==> src/rtl/brm_pkg.sv <==
package brm_pkg;

	localparam int NUM_REGS    = 16;
	localparam int PROG_BYTES  = 32;
	localparam int REG_W       = (NUM_REGS > 1) ? $clog2(NUM_REGS) : 1;
	localparam int QUEUE_DEPTH = 2;

	localparam logic [7:0] OPC_MOV  = 8'h03;
	localparam logic [7:0] OPC_LDC  = 8'h04;
	localparam logic [7:0] OPC_SHL  = 8'h05;
	localparam logic [7:0] OPC_SHR  = 8'h06;
	localparam logic [7:0] OPC_JMP  = 8'h07;
	localparam logic [7:0] OPC_JEND = 8'h0A;
	localparam logic [7:0] OPC_HALT = 8'h0B;
	localparam logic [7:0] OPC_ADD  = 8'h0C;
	localparam logic [7:0] OPC_SUB  = 8'h0D;
	localparam logic [7:0] OPC_XOR  = 8'h0E;
	localparam logic [7:0] OPC_OR   = 8'h0F;
	localparam logic [7:0] OPC_IN   = 8'h10;
	localparam logic [7:0] OPC_OUT  = 8'h11;

	localparam logic [7:0]        PROG_LAST_U = 8'(PROG_BYTES - 1);
	localparam logic signed [7:0] PROG_LAST   = 8'(PROG_BYTES - 1);
	localparam logic signed [9:0] PROG_LAST_W = 10'(PROG_BYTES - 1);
	localparam logic signed [9:0] WRAP_SUB    = 10'(PROG_BYTES + 2);
	localparam logic signed [9:0] PC_STEP     = 10'sd2;

	typedef enum logic [3:0] {
		CLS_NOP,
		CLS_MOV,
		CLS_LDC,
		CLS_SHL,
		CLS_SHR,
		CLS_JMP,
		CLS_HALT,
		CLS_ADD,
		CLS_SUB,
		CLS_XOR,
		CLS_OR,
		CLS_IN,
		CLS_OUT
	} op_cls_t;

	typedef logic [REG_W-1:0] reg_idx_t;

	typedef struct packed {
		op_cls_t           cls;
		reg_idx_t          rx;
		reg_idx_t          ry;
		logic [7:0]        imm;
		logic signed [7:0] off;
	} dec_t;

	typedef struct packed {
		logic signed [7:0] next_pc;
		logic              out_valid;
		logic [7:0]        out_byte;
		logic              halted;
		logic              pc_fault;
	} res_t;

	// nibble modulo register count, by repeated subtract
	function automatic reg_idx_t reg_index(input logic [3:0] nib);
		logic [4:0] r;
		r = {1'b0, nib};
		for (int k = 0; k < 8; k++) begin
			if (r >= 5'(NUM_REGS))
				r = r - 5'(NUM_REGS);
		end
		return r[REG_W-1:0];
	endfunction

endpackage

==> src/rtl/brm_ram.sv <==
module brm_ram #(
	parameter int WIDTH = 8,
	parameter int DEPTH = 16,
	parameter int AW    = (DEPTH > 1) ? $clog2(DEPTH) : 1
) (
	input  logic             clk,
	input  logic             we,
	input  logic [AW-1:0]    waddr,
	input  logic [WIDTH-1:0] wdata,
	input  logic             re,
	input  logic [AW-1:0]    raddr_a,
	input  logic [AW-1:0]    raddr_b,
	output logic [WIDTH-1:0] rdata_a,
	output logic [WIDTH-1:0] rdata_b
);

	logic [WIDTH-1:0] mem [DEPTH];

	always_ff @(posedge clk) begin
		if (we)
			mem[waddr] <= wdata;
		if (re) begin
			rdata_a <= mem[raddr_a];
			rdata_b <= mem[raddr_b];
		end
	end

endmodule

==> src/rtl/brm_queue.sv <==
module brm_queue (
	input  logic          clk,
	input  logic          arst_n,
	input  logic          push,
	input  brm_pkg::dec_t din,
	output logic          full,
	input  logic          pop,
	output brm_pkg::dec_t dout,
	output logic          valid
);
	import brm_pkg::*;

	localparam int PW = (QUEUE_DEPTH > 1) ? $clog2(QUEUE_DEPTH) : 1;
	localparam int CW = $clog2(QUEUE_DEPTH + 1);

	dec_t          entry_q [QUEUE_DEPTH];
	logic [PW-1:0] head_q;
	logic [PW-1:0] tail_q;
	logic [CW-1:0] count_q;
	logic          do_push;
	logic          do_pop;

	assign full    = (count_q == CW'(QUEUE_DEPTH));
	assign valid   = (count_q != '0);
	assign dout    = entry_q[head_q];
	assign do_push = push && !full;
	assign do_pop  = pop && valid;

	always_ff @(posedge clk) begin
		if (do_push)
			entry_q[tail_q] <= din;
	end

	always_ff @(posedge clk or negedge arst_n) begin
		if (!arst_n) begin
			head_q  <= '0;
			tail_q  <= '0;
			count_q <= '0;
		end else begin
			if (do_push)
				tail_q <= (tail_q == PW'(QUEUE_DEPTH - 1)) ? '0 : tail_q + 1'b1;
			if (do_pop)
				head_q <= (head_q == PW'(QUEUE_DEPTH - 1)) ? '0 : head_q + 1'b1;
			if (do_push && !do_pop)
				count_q <= count_q + 1'b1;
			else if (do_pop && !do_push)
				count_q <= count_q - 1'b1;
		end
	end

endmodule

==> src/rtl/brm_front.sv <==
module brm_front (
	input  logic          push,
	output logic          full,
	input  logic [7:0]    op,
	input  logic [7:0]    operand,
	input  logic [7:0]    input_byte,
	input  logic          input_at_end,
	input  logic          q_full,
	output logic          q_push,
	output brm_pkg::dec_t q_din
);
	import brm_pkg::*;

	dec_t d;

	assign full   = q_full;
	assign q_push = push && !q_full;
	assign q_din  = d;

	always_comb begin
		d     = '0;
		d.cls = CLS_NOP;
		d.rx  = reg_index(operand[3:0]);
		d.ry  = reg_index(operand[7:4]);
		d.imm = operand;
		d.off = '0;
		case (op)
			OPC_MOV:  d.cls = CLS_MOV;
			OPC_LDC: begin
				d.cls = CLS_LDC;
				d.rx  = reg_index(4'd0);
			end
			OPC_SHL:  d.cls = CLS_SHL;
			OPC_SHR:  d.cls = CLS_SHR;
			OPC_JMP: begin
				// large unsigned offset only adds its low nibble
				d.cls = CLS_JMP;
				d.off = (operand > PROG_LAST_U) ? {4'b0, operand[3:0]} : operand;
			end
			OPC_JEND: begin
				if (input_at_end) begin
					d.cls = CLS_JMP;
					d.off = ($signed(operand) > PROG_LAST) ? {4'b0, operand[3:0]} : operand;
				end
			end
			OPC_HALT: d.cls = CLS_HALT;
			OPC_ADD:  d.cls = CLS_ADD;
			OPC_SUB:  d.cls = CLS_SUB;
			OPC_XOR:  d.cls = CLS_XOR;
			OPC_OR:   d.cls = CLS_OR;
			OPC_IN: begin
				d.cls = CLS_IN;
				d.imm = input_byte;
			end
			OPC_OUT:  d.cls = CLS_OUT;
			default:  d.cls = CLS_NOP;
		endcase
	end

endmodule

==> src/rtl/brm_back.sv <==
module brm_back (
	input  logic                     clk,
	input  logic                     arst_n,
	input  logic                     q_valid,
	input  brm_pkg::dec_t            q_dout,
	output logic                     q_pop,
	output logic                     ram_we,
	output brm_pkg::reg_idx_t        ram_waddr,
	output logic [7:0]               ram_wdata,
	output logic                     ram_re,
	output brm_pkg::reg_idx_t        ram_raddr_a,
	output brm_pkg::reg_idx_t        ram_raddr_b,
	input  logic [7:0]               ram_rdata_a,
	input  logic [7:0]               ram_rdata_b,
	output logic                     empty,
	input  logic                     pop,
	output brm_pkg::res_t            res
);
	import brm_pkg::*;

	dec_t              dec_s2;
	logic              valid_s2;
	logic              byp_we_q;
	reg_idx_t          byp_addr_q;
	logic [7:0]        byp_data_q;
	logic signed [7:0] pc_q;
	logic              stopped_q;
	res_t              res_q;
	logic              res_valid_q;

	logic              fire;
	logic [7:0]        opa;
	logic [7:0]        opb;
	logic              wr;
	logic [7:0]        wdata;
	logic              ov;
	logic [7:0]        ob;
	logic              stop_n;
	logic              jump;
	logic signed [9:0] pc_w;
	logic signed [9:0] sum;
	logic signed [9:0] tgt;
	logic signed [9:0] npc_w;
	logic signed [7:0] npc;

	assign fire  = valid_s2 && (!res_valid_q || pop);
	assign q_pop = q_valid && (!valid_s2 || fire);

	assign ram_re      = q_pop;
	assign ram_raddr_a = q_dout.rx;
	assign ram_raddr_b = q_dout.ry;
	assign ram_we      = fire && wr;
	assign ram_waddr   = dec_s2.rx;
	assign ram_wdata   = wdata;

	// the write retiring in the read cycle is not yet seen by the ram
	assign opa = (byp_we_q && byp_addr_q == dec_s2.rx) ? byp_data_q : ram_rdata_a;
	assign opb = (byp_we_q && byp_addr_q == dec_s2.ry) ? byp_data_q : ram_rdata_b;

	always_comb begin
		wr     = 1'b0;
		wdata  = opa;
		ov     = 1'b0;
		ob     = '0;
		stop_n = stopped_q;
		jump   = 1'b0;
		if (!stopped_q) begin
			case (dec_s2.cls)
				CLS_MOV: begin
					wr    = 1'b1;
					wdata = opb;
				end
				CLS_LDC: begin
					wr    = 1'b1;
					wdata = dec_s2.imm;
				end
				CLS_SHL: begin
					wr    = 1'b1;
					wdata = {opa[6:0], 1'b0};
				end
				CLS_SHR: begin
					wr    = 1'b1;
					wdata = {1'b0, opa[7:1]};
				end
				CLS_ADD: begin
					wr    = 1'b1;
					wdata = opa + opb;
				end
				CLS_SUB: begin
					wr    = 1'b1;
					wdata = opa - opb;
				end
				CLS_XOR: begin
					wr    = 1'b1;
					wdata = opa ^ opb;
				end
				CLS_OR: begin
					wr    = 1'b1;
					wdata = opa | opb;
				end
				CLS_IN: begin
					wr    = 1'b1;
					wdata = dec_s2.imm;
				end
				CLS_OUT: begin
					ov = 1'b1;
					ob = opa;
				end
				CLS_HALT: stop_n = 1'b1;
				CLS_JMP:  jump   = 1'b1;
				default:  wr     = 1'b0;
			endcase
		end
	end

	// jump target wraps back past the program end
	always_comb begin
		pc_w  = {{2{pc_q[7]}}, pc_q};
		sum   = pc_w + {{2{dec_s2.off[7]}}, dec_s2.off};
		tgt   = (sum > PROG_LAST_W) ? sum - WRAP_SUB : sum;
		npc_w = (jump ? tgt : pc_w) + PC_STEP;
		npc   = stopped_q ? pc_q : npc_w[7:0];
	end

	always_ff @(posedge clk) begin
		if (q_pop) begin
			dec_s2     <= q_dout;
			byp_addr_q <= ram_waddr;
			byp_data_q <= ram_wdata;
		end
		if (fire) begin
			res_q.next_pc   <= npc;
			res_q.out_valid <= ov;
			res_q.out_byte  <= ob;
			res_q.halted    <= stop_n;
			res_q.pc_fault  <= npc[7] || (npc > PROG_LAST);
		end
	end

	always_ff @(posedge clk or negedge arst_n) begin
		if (!arst_n) begin
			valid_s2    <= 1'b0;
			byp_we_q    <= 1'b0;
			pc_q        <= '0;
			stopped_q   <= 1'b0;
			res_valid_q <= 1'b0;
		end else begin
			if (q_pop) begin
				valid_s2 <= 1'b1;
				byp_we_q <= ram_we;
			end else if (fire) begin
				valid_s2 <= 1'b0;
			end
			if (fire) begin
				pc_q      <= npc;
				stopped_q <= stop_n;
			end
			if (fire)
				res_valid_q <= 1'b1;
			else if (pop)
				res_valid_q <= 1'b0;
		end
	end

	assign empty = !res_valid_q;
	assign res   = res_q;

endmodule

==> src/rtl/byte_register_machine_execute.sv <==
// one instruction per item, one result per item
// throughput: one item per cycle while the result side pops every cycle
// an item passes the decode queue, then the register file read,
// then the execute step into the result register
// reset: program counter 0, machine running, queues empty; register file undefined
module byte_register_machine_execute (
	input  logic              clk,
	input  logic              arst_n,
	input  logic              push,
	output logic              full,
	input  logic [7:0]        op,
	input  logic [7:0]        operand,
	input  logic [7:0]        input_byte,
	input  logic              input_at_end,
	output logic              empty,
	input  logic              pop,
	output logic signed [7:0] next_pc,
	output logic              out_valid,
	output logic [7:0]        out_byte,
	output logic              halted,
	output logic              pc_fault
);
	import brm_pkg::*;

	logic       q_full;
	logic       q_push;
	dec_t       q_din;
	logic       q_pop;
	dec_t       q_dout;
	logic       q_valid;
	logic       ram_we;
	reg_idx_t   ram_waddr;
	logic [7:0] ram_wdata;
	logic       ram_re;
	reg_idx_t   ram_raddr_a;
	reg_idx_t   ram_raddr_b;
	logic [7:0] ram_rdata_a;
	logic [7:0] ram_rdata_b;
	res_t       res;

	brm_front u_front (
		.push         (push),
		.full         (full),
		.op           (op),
		.operand      (operand),
		.input_byte   (input_byte),
		.input_at_end (input_at_end),
		.q_full       (q_full),
		.q_push       (q_push),
		.q_din        (q_din)
	);

	brm_queue u_queue (
		.clk    (clk),
		.arst_n (arst_n),
		.push   (q_push),
		.din    (q_din),
		.full   (q_full),
		.pop    (q_pop),
		.dout   (q_dout),
		.valid  (q_valid)
	);

	brm_ram #(
		.WIDTH (8),
		.DEPTH (NUM_REGS),
		.AW    (REG_W)
	) u_regs (
		.clk     (clk),
		.we      (ram_we),
		.waddr   (ram_waddr),
		.wdata   (ram_wdata),
		.re      (ram_re),
		.raddr_a (ram_raddr_a),
		.raddr_b (ram_raddr_b),
		.rdata_a (ram_rdata_a),
		.rdata_b (ram_rdata_b)
	);

	brm_back u_back (
		.clk         (clk),
		.arst_n      (arst_n),
		.q_valid     (q_valid),
		.q_dout      (q_dout),
		.q_pop       (q_pop),
		.ram_we      (ram_we),
		.ram_waddr   (ram_waddr),
		.ram_wdata   (ram_wdata),
		.ram_re      (ram_re),
		.ram_raddr_a (ram_raddr_a),
		.ram_raddr_b (ram_raddr_b),
		.ram_rdata_a (ram_rdata_a),
		.ram_rdata_b (ram_rdata_b),
		.empty       (empty),
		.pop         (pop),
		.res         (res)
	);

	assign next_pc   = res.next_pc;
	assign out_valid = res.out_valid;
	assign out_byte  = res.out_byte;
	assign halted    = res.halted;
	assign pc_fault  = res.pc_fault;

endmodule

==> config.mk <==
export PLATFORM = sky130hd
export DESIGN_NAME = byte_register_machine_execute
export DESIGN_NICKNAME = d
export VERILOG_FILES = /design/src/rtl/brm_pkg.sv /design/src/rtl/brm_ram.sv /design/src/rtl/brm_queue.sv /design/src/rtl/brm_front.sv /design/src/rtl/brm_back.sv /design/src/rtl/byte_register_machine_execute.sv
export SDC_FILE = /design/constraint.sdc
export NUM_CORES = 1
export LEC_CHECK = 0
export BUFFER_PORTS_ARGS = -buffer_cell sky130_fd_sc_hd__buf_2
export CAP_MARGIN = 10
export CORE_UTILIZATION = 60
export CTS_CLUSTER_DIAMETER = 200
export DETAILED_ROUTE_END_ITERATION = 10
export PLACE_DENSITY = 0.78
export SLEW_MARGIN = 5
export SYNTH_ARGS = -nofsm -noshare
export SYNTH_HDL_FRONTEND = slang
export SYNTH_HIERARCHICAL = 1
export SYNTH_SLANG_ARGS = --single-unit
export TNS_END_PERCENT = 5
==> constraint.sdc <==
create_clock -name clk -period 5.82 [get_ports clk]
set_clock_uncertainty 0.15 [all_clocks]
set_input_delay 1.164 -clock clk [delete_from_list [all_inputs] [get_ports clk]]
set_output_delay 1.164 -clock clk [all_outputs]
set_load 0.02 [all_outputs]
==> results by group, run 1 <==
Power and ir drop
  • Pleak: 5.46 nW
  • P per Cell Area: 656 nW/um^2
  • Max VDD drop: 0.361 mV

Timing
  • Final worst slack: 0.695 ns
  • Count of final hold-check violations: 0
  • Setup TNS: 0 ns
  • Fmax achieved: 195 MHz
  • Tcrit/Tclk final: 88.1%
  • Slew @ Worst Pin: 1.29 ns
  • Setup violators final: 0
  • Final Max Tran Viols: 0
  • Minimum clock period: 5.13 ns
  • RSZ-0062 raised after global routing: no
  • Max-slew headroom: 14.0%

Die
  • Initial Utilization: 61.8%
  • Num ports: 50
  • Core area: 22,900 um^2
  • Die Y: 156 um
  • Die area: 24,200 um^2
  • # rows: 55
  • Die width: 156 um

Global routing
  • GR peak layer: met2
  • Met1 usage: 36.5%
  • All-Layer GR Usage: 26.6%
  • Met3 Use GR: 5.06%
  • Vias in the first global route: 8,531
  • Grt met2 use: 42.4%
  • Overflow left after global routing: 0
  • Initial antenna violation count: 0
  • First-pass GRT wire length: 48,100 um
  • Largest net degree at the start of global routing: 59

Clock network
  • TritonCTS Buffers: 28
  • CTS resizes: 0
  • CTS H-tree depth: 1
  • Clk sink count: 275
  • Clock-pin slew on the worst setup and hold paths: 0.06 ns
  • Hold buffer count at CTS: 0
  • Longest Clk Path Bufs: 3
  • TritonCTS clock tree: done
  • Postcts setup bufs: 0
  • Skew-Pair Late Insertion Delay: 0.56 ns
  • CTS root buffer: clkbuf_16

Setup path
  • Reg2reg path depth: 20
  • CP required: 5.87 ns
  • Critical Path Max Stage Delay: 0.84 ns
  • Bufs and invs on worst path: 2
  • Slowest cell on the critical path: a21oi_1
  • Reg-to-Reg Start: u_back/byp_addr_q[3]
  • Critical Path AT: 5.18 ns
  • Number of cells on the critical path: 20
  • RR Endpoint: u_regs/mem[13][7]
  • CP Max Fanout: 17
  • CP Launch Type: flop
  • Worst setup EP type: flop
  • CP Class: reg2reg
  • Cells along the critical path: xnor2_1 > nand3_1 > nor3_2 > buf_4 > mux2i_1 > ha_1 > nor2_1 > a21oi_1 > inv_1 > ha_1 > nor2b_1 > o21ai_0 > a21boi_0 > o21a_1 > nor2_1 > o21bai_1 > a21oi_1 > xnor2_1 > a21oi_1 > a21oi_1
  • Top delay family on crit path: compound AO/OA/AOI/OAI gates
  • Crit-path most repeated cell: a21oi_1
  • Worst R2R Setup Slack: 0.69 ns

Synthesis
  • YS warnings: 6
  • Average size of a mapped cell: 14.8 um^2
  • Top-area cell type share of the netlist area: 54.9%
  • Synthesized cell area: 14,200 um^2
  • Asr flop ratio synth: 5.82%
  • Synth cell types: 93
  • Sequential share of the synthesized area: 57.7%
  • Leading area contributor after synthesis: edfxtp_1
  • Synth Instances: 958
  • Synth area leaders: edfxtp_1 55%, mux4_2 5.4%, mux4_1 5.2%
  • Primary FF master, synth: edfxtp_1
  • Post-Syn Nets: 1,017
  • EDFF count, synth: 259
  • Number of synthesized register bits: 275

Layout
  • Fin nets: 1,053
  • Most frequent cells in the layout: 259 x edfxtp_1, 64 x nand2_1, 53 x nor2_1
  • Register area: 8180 um^2
  • Multi-input gate area: 5500 um^2
  • Fill cell instance count of the final layout: 1,554
  • Commonest non-fill, non-tap cell in the layout: edfxtp_1
  • Synthesis-to-layout area growth: 9.06%
  • Proportion of layout cells with a drive suffix above 1: 21.6%
  • Ant diodes: 0

Flow run
  • Max-Cap Viols: 0

Place
  • Setup slack after placement: 0.726 ns
  • PortBufs: 49
  • Detail Placement HPWL: 20,000 um
  • RePlAce Congestion: 0.912

Route
  • WL per Instance: 23.4 um
  • Initial DRC Count: 738
  • Remaining routing DRC violations: 0
  • Mean number of vias per cell: 6.53
  • Total Routed Length: 31,200 um
  • Drt first pass iters: 5
  • Final ANT Viol Nets: 0
  • Via count: 8,675

Hold path
  • HP Start: u_queue/count_q[1]
  • Hold Crit Class: reg2reg
  • Hold path cells: 1
  • Worst Hold End: u_queue/count_q[1]

Outcome
  • Outcome: finished clean
==> layout make-up <==
| type | count | area share [%] |
|---|---|---|
| well taps | 313 | 2.53 |
| repair buffers | 65 | 2.36 |
| flip-flops and latches | 275 | 52.9 |
| clock buffers | 31 | 4.74 |
| multi-input cells | 596 | 35.6 |
| clock inverters | 21 | 1.19 |
| inverters | 28 | 0.680 |
==> logic make-up (layout without fill, tap and decap cells) <==
logic type | after synthesis | in the layout | share of synthesized area (%)
adder cells (fa/ha/maj) | 30 | 30 | 2.76
flip-flops | 275 | 275 | 57.7
AND/OR/NAND/NOR | 236 | 236 | 8.88
AO/OA/AOI/OAI | 168 | 168 | 8.63
XOR/XNOR | 36 | 36 | 2.28
buffers and inverters | 87 | 145 | 3.76
multiplexers | 126 | 126 | 16.0
==> worst register-to-register path, stage by stage (launching register included) <==
cell and delay (ns):
edfxtp_1 0.44, xnor2_1 0.19, nand3_1 0.10, nor3_2 0.26
buf_4 0.25, mux2i_1 0.46, ha_1 0.21, nor2_1 0.04
a21oi_1 0.22, inv_1 0.07, ha_1 0.26, nor2b_1 0.12
o21ai_0 0.20, a21boi_0 0.15, o21a_1 0.18, nor2_1 0.17
o21bai_1 0.08, a21oi_1 0.17, xnor2_1 0.13, a21oi_1 0.08
a21oi_1 0.84
==> Yosys cell counts (4+ instances only) <==
| library cell | n |
|---|---|
| mux4_2 | 34 |
| a21o_1 | 4 |
| clkbuf_1 | 8 |
| a22oi_1 | 32 |
| nand4_1 | 6 |
| nor3b_1 | 5 |
| nand2b_1 | 10 |
| buf_4 | 21 |
| edfxtp_1 | 259 |
| buf_6 | 8 |
| mux4_1 | 28 |
| mux2i_1 | 18 |
| buf_2 | 15 |
| a221oi_1 | 5 |
| o211ai_1 | 6 |
| a211oi_1 | 9 |
| nor2b_1 | 11 |
| clkdlybuf4s25_2 | 6 |
| a21oi_1 | 27 |
| and2_1 | 14 |
| nor3_2 | 4 |
| ha_1 | 28 |
| xnor2_1 | 24 |
| inv_1 | 25 |
| mux2_2 | 28 |
| and3_1 | 5 |
| o31ai_1 | 4 |
| dfrtp_1 | 16 |
| o21ai_1 | 5 |
| a31oi_1 | 4 |
| nor2_1 | 54 |
| nand3_1 | 14 |
| mux2_1 | 6 |
| o21ai_0 | 26 |
| nand3b_1 | 4 |
| nand2_1 | 64 |
| o22ai_1 | 6 |
| xor2_1 | 11 |
| nor3_1 | 14 |
| mux2_4 | 10 |
==> state kept, by name, indices dropped and copies added, names as in the netlist, 2 cells and up <==
| register | count |
|---|---|
| u_regs/mem | 128 |
| u_queue/entry_q | 56 |
| u_back/dec_s2 | 24 |
| u_back/res | 19 |
| u_back/byp_data_q | 8 |
| u_back/pc_q | 8 |
| u_regs/rdata_a | 8 |
| u_regs/rdata_b | 8 |
| u_back/byp_addr_q | 4 |
| u_back/ram_waddr | 4 |
| u_queue/count_q | 2 |
==> worst max-delay path by stage <==
stage,from,end
final,u_back/byp_addr_q[3],u_regs/mem[13][7]
after global routing,u_back/byp_addr_q[3],u_regs/mem[14][7]
after CTS,u_back/byp_addr_q[3],u_regs/mem[14][7]
after detailed placement,u_back/byp_addr_q[1],u_regs/mem[5][7]
after global placement,u_back/byp_addr_q[1],u_regs/mem[7][7]
after floorplan,pop,u_queue/count_q[1]
==> through the flow <==
step / area [um^2] / instances / utilization (%) / power, mW / hold slack, ns
floorplan: 14200 / 958 / - / 7.16 / 0.306
global placement: 14500 / 1276 / 63.4 / 8.16 / 0.322
detailed placement: 14500 / 1276 / 63.4 / 8.28 / 0.332
CTS: 15400 / 1328 / 67.4 / 10.1 / 0.340
global route: 15500 / 1329 / 67.4 / 10.7 / 0.373
finish: 15500 / 1329 / 67.4 / 10.1 / 0.335
==> metal layers <==
metal / up-vias / share of wire, %
li1: 3857 / -
met1: 4277 / 40
met2: 433 / 47
met3: 108 / 8.8
met4: 0 / 3.6
met5: - / 0
==> power breakdown <==
part	total, mW	switching (mW)	internal, mW
logic	4.71	2.93	1.78
registers	3.65	0.310	3.34
clock network	1.78	0.737	1.04
No activity file was read; power rests on OpenSTA's default activity.
==> run 2, diff against run 1 <==
==> constraint.sdc (replaced) <==
create_clock -name clk -period 5.82 [get_ports clk]
set_clock_uncertainty 0.15 [all_clocks]
set_input_delay 0.582 -clock clk [delete_from_list [all_inputs] [get_ports clk]]
set_output_delay 0.582 -clock clk [all_outputs]
set_load 0.02 [all_outputs]
==> run 2 against run 1 <==
  * Highest routed layer unchanged
  * Critical path type unchanged
  * Power down 0.12%
  * Critical endpoint unchanged
  * Register-to-register slack about the same
  * Core utilization about the same
  * Sequential power about the same
  * Hold slack worse by 0.18 ns
  * Setup slack better by 0.0069 ns
  * Die area unchanged
==> results by group, run 2 (same netlist as run 1, synthesis figures left out) <==
Outcome
  • Outcome: finished clean

Setup path
  • Slowest cell on the critical path: a21oi_1
  • Worst R2R Setup Slack: 0.70 ns (about the same)
  • Crit-path most repeated cell: a21oi_1
  • CP required: 5.86 ns (about the same)
  • Bufs and invs on worst path: 2 (unchanged)
  • CP Launch Point: u_back/byp_addr_q[3]
  • RR Endpoint: u_regs/mem[13][7]
  • Top delay family on crit path: compound AO/OA/AOI/OAI gates
  • Number of cells on the critical path: 20 (unchanged)
  • Reg-to-Reg Start: u_back/byp_addr_q[3]
  • Worst setup EP type: flop
  • Setup crit end: u_regs/mem[13][7]
  • Cells along the critical path: xnor2_1 > nand3_1 > nor3_2 > buf_4 > mux2i_1 > ha_1 > nor2_1 > a21oi_1 > inv_1 > ha_1 > nor2b_1 > o21ai_0 > a21boi_0 > o21a_1 > nor2_1 > o21bai_1 > a21oi_1 > xnor2_1 > a21oi_1 > a21oi_1
  • Critical Path Max Stage Delay: 0.85 ns (about the same)
  • CP Launch Type: flop
  • Critical Path AT: 5.16 ns (-0.02 ns)
  • CP Class: reg2reg
  • Reg2reg path depth: 20 (unchanged)
  • CP Max Fanout: 17 (unchanged)

Clock network
  • Clock-pin slew on the worst setup and hold paths: 0.06 ns (about the same)
  • Skew-Pair Late Insertion Delay: 0.55 ns (about the same)
  • TritonCTS Buffers: 28 (unchanged)
  • Clk sink count: 275 (unchanged)
  • TritonCTS clock tree: done
  • Longest Clk Path Bufs: 3 (unchanged)
  • CTS H-tree depth: 1 (unchanged)
  • CTS root buffer: clkbuf_16
  • CTS resizes: 0 (unchanged)

Layout
  • Proportion of layout cells with a drive suffix above 1: 21.5% (about the same)
  • Design Area, Final: 15,500 um^2 (about the same)
  • Synthesis-to-layout area growth: 9.13% (about the same)
  • Most frequent cells in the layout: 259 x edfxtp_1, 64 x nand2_1, 53 x nor2_1
  • Fin nets: 1,054 (+0.095%)
  • Commonest non-fill, non-tap cell in the layout: edfxtp_1
  • Biggest register: u_regs/mem
  • Largest regs: u_regs/mem x128, u_queue/entry_q x56, u_back/dec_s2 x24
  • Max reg flops: 128 (unchanged)
  • Non-Filler Instances: 1,330 (+0.075%)
  • Ant diodes: 0 (unchanged)

Global routing
  • Largest net degree at the start of global routing: 59 (unchanged)
  • Vias in the first global route: 8,540 (+0.11%)
  • Initial antenna violation count: 0 (unchanged)
  • First-pass GRT wire length: 48,200 um (about the same)
  • Overflow left after global routing: 0 (unchanged)
  • All-Layer GR Usage: 26.6% (about the same)

Power and ir drop
  • Pleak: 5.47 nW (about the same)
  • Max VDD drop: 0.359 mV (-0.44%)
  • Total Power: 10.1 mW (-0.12%)
  • P per Cell Area: 654 nW/um^2 (-0.18%)

Route
  • WL per Instance: 23.4 um (-0.15%)
  • WL met1: 12,700 um (+0.98%)
  • Initial DRC Count: 763 (+3.4%)
  • Mean number of vias per cell: 6.52 (-0.14%)
  • Via count: 8,669 (-0.069%)
  • Remaining routing DRC violations: 0 (unchanged)
  • Uppermost routed layer: met4
  • Total Routed Length: 31,100 um (about the same)
  • Final ANT Viol Nets: 0 (unchanged)
  • Met3 WL post-DR: 2710 um (-1.2%)
  • Met2 Wirelength: 14,700 um (-0.48%)
  • Drt first pass iters: 5 (unchanged)

Die
  • Die Y: 156 um (unchanged)
  • Initial Utilization: 61.8% (unchanged)
  • Core area: 22,900 um^2 (unchanged)
  • # rows: 55 (unchanged)
  • Die area: 24,200 um^2 (unchanged)
  • Num ports: 50 (unchanged)
  • Die width: 156 um (unchanged)

Place
  • RePlAce Congestion: 0.912 (unchanged)
  • Placed inst area: 14,500 um^2 (unchanged)
  • Detail Placement HPWL: 20,000 um (unchanged)
  • PortBufs: 49 (unchanged)
  • Inst Count DP: 1,276 (unchanged)

Timing
  • Final Max Tran Viols: 0 (unchanged)
  • Fmax achieved: 195 MHz (+0.13%)
  • Tcrit/Tclk final: 87.9% (-0.12 points)
  • Minimum clock period: 5.12 ns (-0.00691 ns)
  • RSZ-0062 raised after global routing: no
  • Slew @ Worst Pin: 1.24 ns (-0.0418 ns)
  • Setup TNS: 0 ns (unchanged)
  • Count of final hold-check violations: 0 (unchanged)
  • Setup violators final: 0 (unchanged)
  • Max-slew headroom: 16.8% (+2.8 points)

Hold path
  • Hold Crit Class: in2reg

Flow run
  • Max-Cap Viols: 0 (unchanged)
[run 2: how the worst min path moves through the flow]
stage / to / slack [ns] / cells past startpoint / from
floorplan: u_back/byp_we_q / 0.14 / 0 / arst_n
global placement: u_queue/count_q[1] / 0.32 / 1 / u_queue/count_q[1]
detailed placement: u_queue/count_q[1] / 0.33 / 1 / u_queue/count_q[1]
CTS: u_queue/entry_q[0][16] / 0.15 / 1 / operand[4]
global route: u_queue/entry_q[0][16] / 0.14 / 1 / operand[4]
finish: u_queue/entry_q[0][16] / 0.15 / 1 / operand[4]
[run 2: what timing repair did]
action,in CTS,in global routing
hold buffers,1,0
endpoints found under the hold margin,16,0
setup buffers,0,0
[run 2: where the power goes]
| part | switching, mW | leakage, nW | internal, mW |
|---|---|---|---|
| Clock | 0.728 | 0.443 | 1.04 |
| Sequential | 0.309 | 2.63 | 3.34 |
| Combinational | 2.92 | 2.39 | 1.78 |
| Total | 3.96 | 5.47 | 6.16 |
[run 2: layout make-up]
cell class / instances / area (um^2)
flip-flops and latches: 275 / 8180
fillers: 1553 / 7450
multi-input cells: 596 / 5500
clock buffers: 31 / 733
well taps: 313 / 392
repair buffers: 66 / 375
clock inverters: 21 / 184
inverters: 28 / 105
[run 2: routing by layer]
metal / GRT usage [%] / up-vias
met3: 5.06 / 104
met1: 36.6 / 4264
li1: - / 3863
met5: 0 / -
met4: 10.4 / 0
met2: 42.3 / 438
[run 2: worst reg2reg max path, delay by kind of cell, from the launching register on]
kind            cells  cell delay [ns]
compound gates      8             1.93
simple gates        5             0.71
fa+ha+maj           2             0.47
buf+inv             2             0.32
xor+xnor            2             0.32
flops               1             0.43
mux                 1             0.44
[run 2: per-stage QoR]
step                utilization (%)  hold WS [ns]  setup WS, ns
floorplan                         -         0.136         0.711
global placement               63.4         0.322         0.895
detailed placement             63.4         0.332         0.726
CTS                            67.4         0.146         0.702
global route                   67.5         0.139         0.204
finish                         67.5         0.155         0.702
